`src/design/bba_pkg.sv`:
```
// shared request codes and controller/datapath interface types
package bba_pkg;

  localparam logic [1:0] REQ_EXTEND = 2'd0;
  localparam logic [1:0] REQ_INSIDE = 2'd1;
  localparam logic [1:0] REQ_CLEAR  = 2'd2;

  localparam int SQ_AXES = 3;

  typedef struct packed {
    logic       load_req;
    logic       exec;
    logic       sq_mul;
    logic       sq_acc;
    logic [1:0] sq_axis;
    logic       root_step;
    logic       commit;
    logic       out_load;
  } cmd_t;

  typedef struct packed {
    logic grow;
  } sts_t;

endpackage

```
`src/design/bba_ctrl.sv`:
```
// sequencing state machine for the box accumulator
module bba_ctrl #(
  parameter int COORD_WIDTH = 24
) (
  input  logic          clk,
  input  logic          rst,
  input  logic          in_valid,
  output logic          in_ready,
  output logic          out_valid,
  input  logic          out_ready,
  input  bba_pkg::sts_t sts,
  output bba_pkg::cmd_t cmd
);
  import bba_pkg::*;

  localparam int CW = $clog2(COORD_WIDTH + 1);

  typedef enum logic [5:0] {
    S_IDLE   = 6'b000001,
    S_EXEC   = 6'b000010,
    S_SQUARE = 6'b000100,
    S_ROOT   = 6'b001000,
    S_UPDATE = 6'b010000,
    S_FINISH = 6'b100000
  } state_t;

  state_t        state, state_next;
  logic [CW-1:0] cnt, cnt_next;
  logic          out_valid_next;

  always_comb begin
    state_next     = state;
    cnt_next       = cnt;
    out_valid_next = out_valid && !out_ready;
    cmd            = '0;
    cmd.sq_axis    = cnt[1:0];
    in_ready       = 1'b0;
    case (state)
      S_IDLE: begin
        in_ready = 1'b1;
        if (in_valid) begin
          cmd.load_req = 1'b1;
          state_next   = S_EXEC;
        end
      end
      S_EXEC: begin
        cmd.exec = 1'b1;
        cnt_next = '0;
        state_next = sts.grow ? S_SQUARE : S_FINISH;
      end
      S_SQUARE: begin
        cmd.sq_mul = (cnt < CW'(SQ_AXES));
        cmd.sq_acc = (cnt != '0);
        if (cnt == CW'(SQ_AXES)) begin
          cnt_next   = '0;
          state_next = S_ROOT;
        end else begin
          cnt_next = cnt + 1'b1;
        end
      end
      S_ROOT: begin
        cmd.root_step = 1'b1;
        if (cnt == CW'(COORD_WIDTH)) begin
          state_next = S_UPDATE;
        end else begin
          cnt_next = cnt + 1'b1;
        end
      end
      S_UPDATE: begin
        cmd.commit = 1'b1;
        state_next = S_FINISH;
      end
      S_FINISH: begin
        if (!out_valid || out_ready) begin
          cmd.out_load   = 1'b1;
          out_valid_next = 1'b1;
          state_next     = S_IDLE;
        end
      end
      default: begin
        state_next = S_IDLE;
      end
    endcase
  end

  always_ff @(posedge clk) begin
    if (rst) begin
      state     <= S_IDLE;
      cnt       <= '0;
      out_valid <= 1'b0;
    end else begin
      state     <= state_next;
      cnt       <= cnt_next;
      out_valid <= out_valid_next;
    end
  end

endmodule

```
`src/design/bba_datapath.sv`:
```
// box state, center and radius arithmetic, result register
module bba_datapath #(
  parameter int COORD_WIDTH = 24
) (
  input  logic                          clk,
  input  logic                          rst,
  input  bba_pkg::cmd_t                 cmd,
  output bba_pkg::sts_t                 sts,
  input  logic [1:0]                    req_type,
  input  logic signed [COORD_WIDTH-1:0] point_x,
  input  logic signed [COORD_WIDTH-1:0] point_y,
  input  logic signed [COORD_WIDTH-1:0] point_z,
  output logic                          hit_flag,
  output logic                          box_valid,
  output logic signed [COORD_WIDTH-1:0] low_x,
  output logic signed [COORD_WIDTH-1:0] low_y,
  output logic signed [COORD_WIDTH-1:0] low_z,
  output logic signed [COORD_WIDTH-1:0] high_x,
  output logic signed [COORD_WIDTH-1:0] high_y,
  output logic signed [COORD_WIDTH-1:0] high_z,
  output logic signed [COORD_WIDTH-1:0] mid_x,
  output logic signed [COORD_WIDTH-1:0] mid_y,
  output logic signed [COORD_WIDTH-1:0] mid_z,
  output logic [COORD_WIDTH-1:0]        half_diagonal
);
  import bba_pkg::*;

  localparam int W  = COORD_WIDTH;
  localparam int AW = 2 * W + 2;
  localparam int RW = W + 2;
  localparam logic signed [W-1:0] CMAX = {1'b0, {(W-1){1'b1}}};
  localparam logic signed [W-1:0] CMIN = {1'b1, {(W-1){1'b0}}};

  logic [1:0]          req_q;
  logic signed [W-1:0] pt [3];
  logic signed [W-1:0] lo [3];
  logic signed [W-1:0] hi [3];
  logic signed [W-1:0] mid [3];
  logic [W-1:0]        rad;
  logic                box_ok;
  logic                hit;
  logic [2*W-1:0]      prod;
  logic [AW-1:0]       acc;
  logic [RW-1:0]       rem;
  logic [W:0]          root;

  logic [2:0]          below, above;
  logic                moved, in_box;
  logic signed [W:0]   diff [3];
  logic [W-1:0]        ud [3];
  logic signed [W:0]   mid_sum [3];
  logic [W-1:0]        sq_in;
  logic [2*W-1:0]      sq_wide;
  logic [RW+1:0]       trial, sub, tdiff;
  logic                take;
  logic [RW-1:0]       rem_next;

  always_comb begin
    for (int i = 0; i < 3; i++) begin
      below[i]   = pt[i] < lo[i];
      above[i]   = pt[i] > hi[i];
      diff[i]    = {hi[i][W-1], hi[i]} - {lo[i][W-1], lo[i]};
      ud[i]      = diff[i][W] ? '0 : diff[i][W-1:0];
      mid_sum[i] = {lo[i][W-1], lo[i]} + {hi[i][W-1], hi[i]};
    end
    moved    = |below || |above;
    in_box   = !(|below) && !(|above);
    sts.grow = (req_q == REQ_EXTEND) && moved;
    case (cmd.sq_axis)
      2'd0:    sq_in = ud[0];
      2'd1:    sq_in = ud[1];
      2'd2:    sq_in = ud[2];
      default: sq_in = '0;
    endcase
    sq_wide  = {{W{1'b0}}, sq_in};
    trial    = {rem, acc[AW-1 -: 2]};
    sub      = {1'b0, root, 2'b01};
    take     = trial >= sub;
    tdiff    = trial - sub;
    rem_next = take ? tdiff[RW-1:0] : trial[RW-1:0];
  end

  // box state
  always_ff @(posedge clk) begin
    if (rst) begin
      for (int i = 0; i < 3; i++) begin
        lo[i]  <= CMAX;
        hi[i]  <= CMIN;
        mid[i] <= '0;
      end
      rad    <= '0;
      box_ok <= 1'b0;
    end else begin
      if (cmd.exec) begin
        case (req_q)
          REQ_EXTEND: begin
            for (int i = 0; i < 3; i++) begin
              if (below[i]) lo[i] <= pt[i];
              if (above[i]) hi[i] <= pt[i];
            end
          end
          REQ_CLEAR: begin
            for (int i = 0; i < 3; i++) begin
              lo[i]  <= CMAX;
              hi[i]  <= CMIN;
              mid[i] <= '0;
            end
            rad    <= '0;
            box_ok <= 1'b0;
          end
          default: begin
          end
        endcase
      end
      if (cmd.commit) begin
        for (int i = 0; i < 3; i++) mid[i] <= mid_sum[i][W:1];
        rad    <= root[W:1];
        box_ok <= 1'b1;
      end
    end
  end

  // request beat, squares and bit-pair square root
  always_ff @(posedge clk) begin
    if (cmd.load_req) begin
      req_q <= req_type;
      pt[0] <= point_x;
      pt[1] <= point_y;
      pt[2] <= point_z;
    end
    if (cmd.exec) begin
      hit <= (req_q == REQ_EXTEND) ? moved : ((req_q == REQ_INSIDE) ? in_box : 1'b0);
    end
    if (cmd.sq_mul) prod <= sq_wide * sq_wide;
    if (cmd.exec) begin
      acc  <= '0;
      rem  <= '0;
      root <= '0;
    end else if (cmd.sq_acc) begin
      acc <= acc + {2'b00, prod};
    end else if (cmd.root_step) begin
      acc  <= {acc[AW-3:0], 2'b00};
      rem  <= rem_next;
      root <= {root[W-1:0], take};
    end
    if (cmd.out_load) begin
      hit_flag      <= hit;
      box_valid     <= box_ok;
      low_x         <= lo[0];
      low_y         <= lo[1];
      low_z         <= lo[2];
      high_x        <= hi[0];
      high_y        <= hi[1];
      high_z        <= hi[2];
      mid_x         <= mid[0];
      mid_y         <= mid[1];
      mid_z         <= mid[2];
      half_diagonal <= rad;
    end
  end

endmodule

```
`src/design/bounding_box_accumulator.sv`:
```
// running axis-aligned bounding box: top level
// inside, invalidate and non-growing extend beats pass from the execute state straight to finish
// a growing extend first multiplies and accumulates the squared extents of the three axes,
// then takes one square root bit per cycle over COORD_WIDTH+1 steps
// one beat is in flight at a time; the next beat is taken while the result waits on out_ready
// synchronous reset empties the box and clears out_valid
module bounding_box_accumulator #(
  parameter int COORD_WIDTH = 24
) (
  input  logic                          clk,
  input  logic                          rst,
  input  logic                          in_valid,
  output logic                          in_ready,
  input  logic [1:0]                    req_type,
  input  logic signed [COORD_WIDTH-1:0] point_x,
  input  logic signed [COORD_WIDTH-1:0] point_y,
  input  logic signed [COORD_WIDTH-1:0] point_z,
  output logic                          out_valid,
  input  logic                          out_ready,
  output logic                          hit_flag,
  output logic                          box_valid,
  output logic signed [COORD_WIDTH-1:0] low_x,
  output logic signed [COORD_WIDTH-1:0] low_y,
  output logic signed [COORD_WIDTH-1:0] low_z,
  output logic signed [COORD_WIDTH-1:0] high_x,
  output logic signed [COORD_WIDTH-1:0] high_y,
  output logic signed [COORD_WIDTH-1:0] high_z,
  output logic signed [COORD_WIDTH-1:0] mid_x,
  output logic signed [COORD_WIDTH-1:0] mid_y,
  output logic signed [COORD_WIDTH-1:0] mid_z,
  output logic [COORD_WIDTH-1:0]        half_diagonal
);
  import bba_pkg::*;

  cmd_t cmd;
  sts_t sts;

  bba_ctrl #(.COORD_WIDTH(COORD_WIDTH)) u_ctrl (
    .clk       (clk),
    .rst       (rst),
    .in_valid  (in_valid),
    .in_ready  (in_ready),
    .out_valid (out_valid),
    .out_ready (out_ready),
    .sts       (sts),
    .cmd       (cmd)
  );

  bba_datapath #(.COORD_WIDTH(COORD_WIDTH)) u_dp (
    .clk           (clk),
    .rst           (rst),
    .cmd           (cmd),
    .sts           (sts),
    .req_type      (req_type),
    .point_x       (point_x),
    .point_y       (point_y),
    .point_z       (point_z),
    .hit_flag      (hit_flag),
    .box_valid     (box_valid),
    .low_x         (low_x),
    .low_y         (low_y),
    .low_z         (low_z),
    .high_x        (high_x),
    .high_y        (high_y),
    .high_z        (high_z),
    .mid_x         (mid_x),
    .mid_y         (mid_y),
    .mid_z         (mid_z),
    .half_diagonal (half_diagonal)
  );

endmodule

```
`config.mk`:
```
export PLATFORM = sky130hd
export DESIGN_NAME = bounding_box_accumulator
export DESIGN_NICKNAME = d
export VERILOG_FILES = /design/src/design/bba_pkg.sv /design/src/design/bba_ctrl.sv /design/src/design/bba_datapath.sv /design/src/design/bounding_box_accumulator.sv
export SDC_FILE = /design/constraint.sdc
export NUM_CORES = 2
export LEC_CHECK = 0
export BUFFER_PORTS_ARGS = -buffer_cell sky130_fd_sc_hd__buf_2
export CORE_UTILIZATION = 30
export DETAILED_ROUTE_END_ITERATION = 7
export GPL_TIMING_DRIVEN = 0
export SETUP_SLACK_MARGIN = 0.3
export SYNTH_ARGS = -nofsm -noshare
export SYNTH_HDL_FRONTEND = slang
export SYNTH_SLANG_ARGS = --single-unit
```
`constraint.sdc`:
```
create_clock -name clk -period 31.5 [get_ports clk]
set_clock_uncertainty 0.05 [all_clocks]
set_input_delay 6.3 -clock clk [delete_from_list [all_inputs] [get_ports clk]]
set_output_delay 6.3 -clock clk [all_outputs]
set_load 0.005 [all_outputs]
```
# After elaboration in Yosys (flattened, before gate mapping)
# Memories as Yosys holds them, arrays and structs flattened. A register that Yosys moved wholly into a read port is not among the register bits.
# Cells that the tools add are included.
[word_totals]
ramBits = 288
output_inout_bits = 244
memories = 4
regBits = 359
in_bits = 78
[classes]
order_cmp = 8
muxes = 94
reduce_logical = 22
add_sub_neg = 9
bitwise = 19
multipliers = 1
eq_ne = 17
[memory_table]
columns = ["name", "depth", "width", "rd", "rd_clocked_by_memory_dff", "wr", "line_no", "text"]
rows = [
  ["u_dp.hi", 3, 24, 3, 0, 3, "bba_datapath.sv:37", "logic signed [W-1:0] hi [3];"],
  ["u_dp.lo", 3, 24, 3, 0, 3, "bba_datapath.sv:36", "logic signed [W-1:0] lo [3];"],
  ["u_dp.mid", 3, 24, 3, 3, 3, "bba_datapath.sv:38", "logic signed [W-1:0] mid [3];"],
  ["u_dp.pt", 3, 24, 3, 0, 3, "bba_datapath.sv:35", "logic signed [W-1:0] pt [3];"],
]
[op_table]
columns = ["operator", "count"]
rows = [
  ["2-to-1 mux 24 bit", 24],
  ["2-to-1 mux 50 bit", 2],
  ["adder 24 x 24 -> 25 bit", 3],
  ["subtractor 24 x 24 -> 25 bit", 3],
  ["greater-than comparator 24 bit", 3],
  ["< comparator 24 bit", 3],
  ["one-hot mux 24 bit (3 select lines)", 1],
  ["2-to-1 mux 1 bit", 56],
  ["adder 50 x 48 -> 50 bit", 1],
  ["multiplier 24 x 24 -> 48 bit", 1],
  ["one-hot mux 6 bit (6 select lines)", 1],
  ["2-to-1 mux 6 bit", 5],
  [">= comparator 28 x 27 -> 1 bit", 1],
  ["2-to-1 mux 26 bit", 1],
  ["subtractor 26 bit", 1],
  ["OR 1 bit", 18],
  ["one-hot mux 5 bit (3 select lines)", 1],
  ["2-to-1 mux 5 bit", 2],
  ["== test 6 x 1 -> 1 bit (second input constant)", 1],
  ["== test 6 x 2 -> 1 bit (second input constant)", 1],
  ["== test 6 x 3 -> 1 bit (second input constant)", 1],
  ["== test 6 x 4 -> 1 bit (second input constant)", 1],
  ["== test 6 x 5 -> 1 bit (second input constant)", 1],
  ["== test 6 bit (second input constant)", 1],
  ["other kinds (20)", 37],
]

# Logic depth before layout (Yosys ltp)
# An unclocked memory read counts as a cell.
[depth]
word_depth = 9
ltp_mapped = 43

# Hierarchy
# A second synthesis with hierarchy kept.
[unflattened]
hier_cells = 5230
hier_area_um2 = 54289.6
[modules_own_cells]
columns = ["module", "seq_area_each_um2", "n_inst", "cells_each", "area_each_um2"]
rows = [
  ["bba_datapath", 19939.1, 1, 5128, 53458.8],
  ["bba_ctrl", 240.2, 1, 102, 830.8],
]

# Worst setup path before layout
# No wires, ideal clock.
[synth_path]
path_kind = "input-to-reg"
start = "input port out_ready"
end = "register u_dp.mid_x[0] (netlist: mid_x[0]), read port of u_dp.mid (enable)"
t_arrival_ns = 17.043
path_stages = 2
t_required_ns = 30.574
slack_ns = 13.530
path_buffers = 0
setup_ns = 0.876
path_cell_list = "nand2b_1 -> nor2b_1"
[synth_lines]
columns = ["item", "line_no", "text"]
rows = [
  ["from (decl)", "bounding_box_accumulator.sv:19", "input logic out_ready,"],
  ["to (decl)", "bba_datapath.sv:21", "output logic signed [COORD_WIDTH-1:0] mid_x,"],
]

==> flow_summary.toml <==
[synth]
syn_inst = 5260
netlist_area_sq_um = 54830
synthFlopType = "edfxtp_1"
synthDistinctLibCells = 116
synth_area_leaders = "edfxtp_1 (32%), fa_1 (16%), ha_1 (12%), inv_1 (5.2%), dfxtp_1 (5.0%)"
yosysSeqAreaShare_pct = 36.80
synth_top_area_cell = "edfxtp_1"
synth_edf_count = 580
async_flop_share_pct = 0
ys_seq_elements = 718
yosys_warnings = 0
synth_area_per_cell_sq_um = 10.42
synth_top_cell_area_share_pct = 31.76
syn_nets = 6300

[clock_network]
ctsHoldBuffers = 0
clkLatencyLatePin_ps = 680
cts_max_level = 3
path_clk_slew_ps = 70
cts_made_buffers = 76
post_cts_resized = 0
cts_setup_buffers = 0
cts_root_buf = "clkbuf_16"
max-clock-path-buffers = 3
cts_tree = "yes"
cts_sinks = 718

[grt]
first_global_vias = 40960
antenna_found_initial = 5
grt_max_degree = 54
grt_pass1_wl_um = 257500
grt_usage_pct = 18.37
overflow = 0

[flow_run]
max_cap_viol_count = 0

[die]
core_region_area_sq_um = 181100
chipWidth_um = 429.5
die-area_sq_um = 184500
std_cell_rows = 156
start_util_pct = 30.27
die_y_um = 429.5
io_pins = 322

[timing]
slew-limit-headroom_pct = -9.187
finalHoldViolCount = 0
tns_ps = 0
setup_violations = 0
hold_slack_ps = 357.8
slew_viol_final = 5
post-route-period-util_pct = 39.12
period_minus_slack_ps = 12320
rsz0062_at_grt = "false"
max_freq_mhz = 81.14
worst_slew_pin_slew_ps = 1638

[power]
power.density_nw_per_um2 = 39.80
leakage_nw = 27.42
peakVddDrop_mv = 0.03411

[setup_path]
crit_path_end_kind = "flop"
arrival_ps = 12690
crit_top_cell = "fa_1"
critPathTopFamily = "adder cells"
r2r_end = "u_dp.prod[46]"
cp_max_fo = 10
crit_path_start = "u_dp.lo[0][0]"
r2r_start = "u_dp.lo[0][0]"
worstPathRequired_ps = 31870
crit_slowest_cell = "a222oi_1"
path_buf_inv = 6
timing_worst_setup_path_type = "flop to flop"
reg2reg_depth = 38
start_kind = "flop"
crit_end = "u_dp.prod[46]"
path_depth = 38
r2r_slack_ps = 19180
max_stage_delay_ps = 1160

[route]
wl_per_cell_um = 21.23
drt_wl_total_um = 171900
drc = 0
firstDrtPassIters = 6
avgViaCountPerCell = 4.967
drt.antenna.violating_nets = 0
via_count = 40230
drt_iter0_drc = 2970

[layout]
fin_nets = 6709
synthToLayoutAreaGrowth_pct = 13.47
nFillCells = 18278
drive_gt1_share_pct = 11.26
instances_no_fill = 8100

[min_path]
hold_class = "flop to flop"

[placed_design]
dp_hpwl_um = 139700
port-buffer-count = 320
routabilityCongestion = 0.9569
dp.cells = 7961

[status]
violations = "max-slew violations"
status = "complete, but fails checks"
[state kept, by name, summed over array words and instances (netlist names), 25 cells and up]
register,count
u_dp.mid,72
u_dp.prod,47
u_dp.acc,50
u_dp.hi,72
u_dp.lo,72
u_dp.root,25
u_dp.rem,26
u_dp.pt,72
[cell usage in the layout (no fill, tap or decap), drive strengths merged, types with 9 or more instances in the layout]
master,count
nand2,357
xor2,58
a221oi,28
nand4,49
a22oi,50
and3,14
buf,412
and2,98
nor2b,38
a2111oi,9
o211ai,22
o22ai,21
nor4,14
mux2i,9
nand3,47
ha,533
a21o,158
o221ai,9
a211oi,22
fa,429
o21a,37
a31oi,31
or2,18
dfxtp,138
a211o,9
or3,29
xnor2,171
or4,10
clkbuf,212
o21bai,36
o31ai,18
nand2b,143
o21ai,189
inv,782
clkinv,30
a21oi,328
nor3,58
nor2,406
edfxtp,580
[metal layers]
metal / global-route usage [%] / part of all wire [%] / up-vias
met2: 29.90 / 46 / 1246
met4: 6.013 / 3.3 / 4
li1: - / - / 18700
met1: 24.69 / 45 / 20009
met3: 3.077 / 5.8 / 271
met5: 0 / 0.016 / -
[worst reg2reg max path: cells and delay by family, from the launching register on]
| kind | cells | cell delay (ps) |
|---|---|---|
| AND/OR/NAND/NOR | 6 | 1000 |
| buffers and inverters | 6 | 1040 |
| AO/OA/AOI/OAI | 14 | 4020 |
| XOR/XNOR | 2 | 480 |
| adder cells (fa/ha/maj) | 10 | 5000 |
| flip-flops | 1 | 480 |
[worst min path at each step]
stage               slack [ps]       startpoint  cells past startpoint        end
floorplan                  350   u_dp.mid[0][0]                      0   mid_x[0]
global placement           350  u_dp.mid[0][37]                      0  mid_y[13]
detailed placement         350   u_dp.mid[0][1]                      0   mid_x[1]
CTS                        360  u_dp.mid[0][12]                      0  mid_x[12]
global route               370  u_dp.mid[0][10]                      0  mid_x[10]
finish                     360  u_dp.mid[0][12]                      0  mid_x[12]
[cells in the mapped netlist (all sizes together) (18+ instances only)]
cell / count
o21a: 37
ha: 533
xnor2: 171
a221oi: 28
fa: 429
a21o: 158
or3: 29
o21ai: 189
o211ai: 22
edfxtp: 580
inv: 775
nor3: 58
a21oi: 328
xor2: 58
buf: 81
o22ai: 21
or2: 18
nand3: 47
nor2: 406
nand4: 49
a22oi: 50
a211oi: 22
o31ai: 18
nor2b: 38
nand2: 357
and2: 98
o21bai: 36
clkbuf: 118
a31oi: 31
nand2b: 143
dfxtp: 138
[layout make-up]
cell class	instances	area (sq um)	share of cell area [%]
Tap cell	2370	2965	4.766
Antenna cell	1	2.502	0.004022
Multi-Input combinational cell	3566	30840	49.58
Buffer	199	930.9	1.496
Sequential cell	718	20180	32.43
Clock inverter	44	450.4	0.7240
Clock buffer	94	2085	3.350
Timing Repair Buffer	331	1837	2.952
Inverter	777	2923	4.698
[where the power goes]
group,internal [mW],total [mW],switching (mW)
Combinational,0.178,0.482,0.304
Sequential,1.05,1.07,0.0207
Clock,0.531,0.925,0.393
Total,1.76,2.48,0.718
[logic make-up after synthesis]
kind of cell | share of synthesized area [%]
xor+xnor | 3.658
mux | 0.1848
buf+inv | 7.024
compound gates | 12.87
flops | 36.80
simple gates | 11.64
fa+ha+maj | 27.82
[stage by stage]
step,utilization (%),setup WS (ps),power (mW),area [sq um]
floorplan,-,13530,1.408,54830
global placement,32.79,7905,1.560,59400
detailed placement,32.94,19470,1.565,59670
CTS,34.34,19430,2.495,62200
global route,34.35,18710,2.583,62210
finish,34.35,19180,2.476,62220
(Power assumes the default switching activity.)
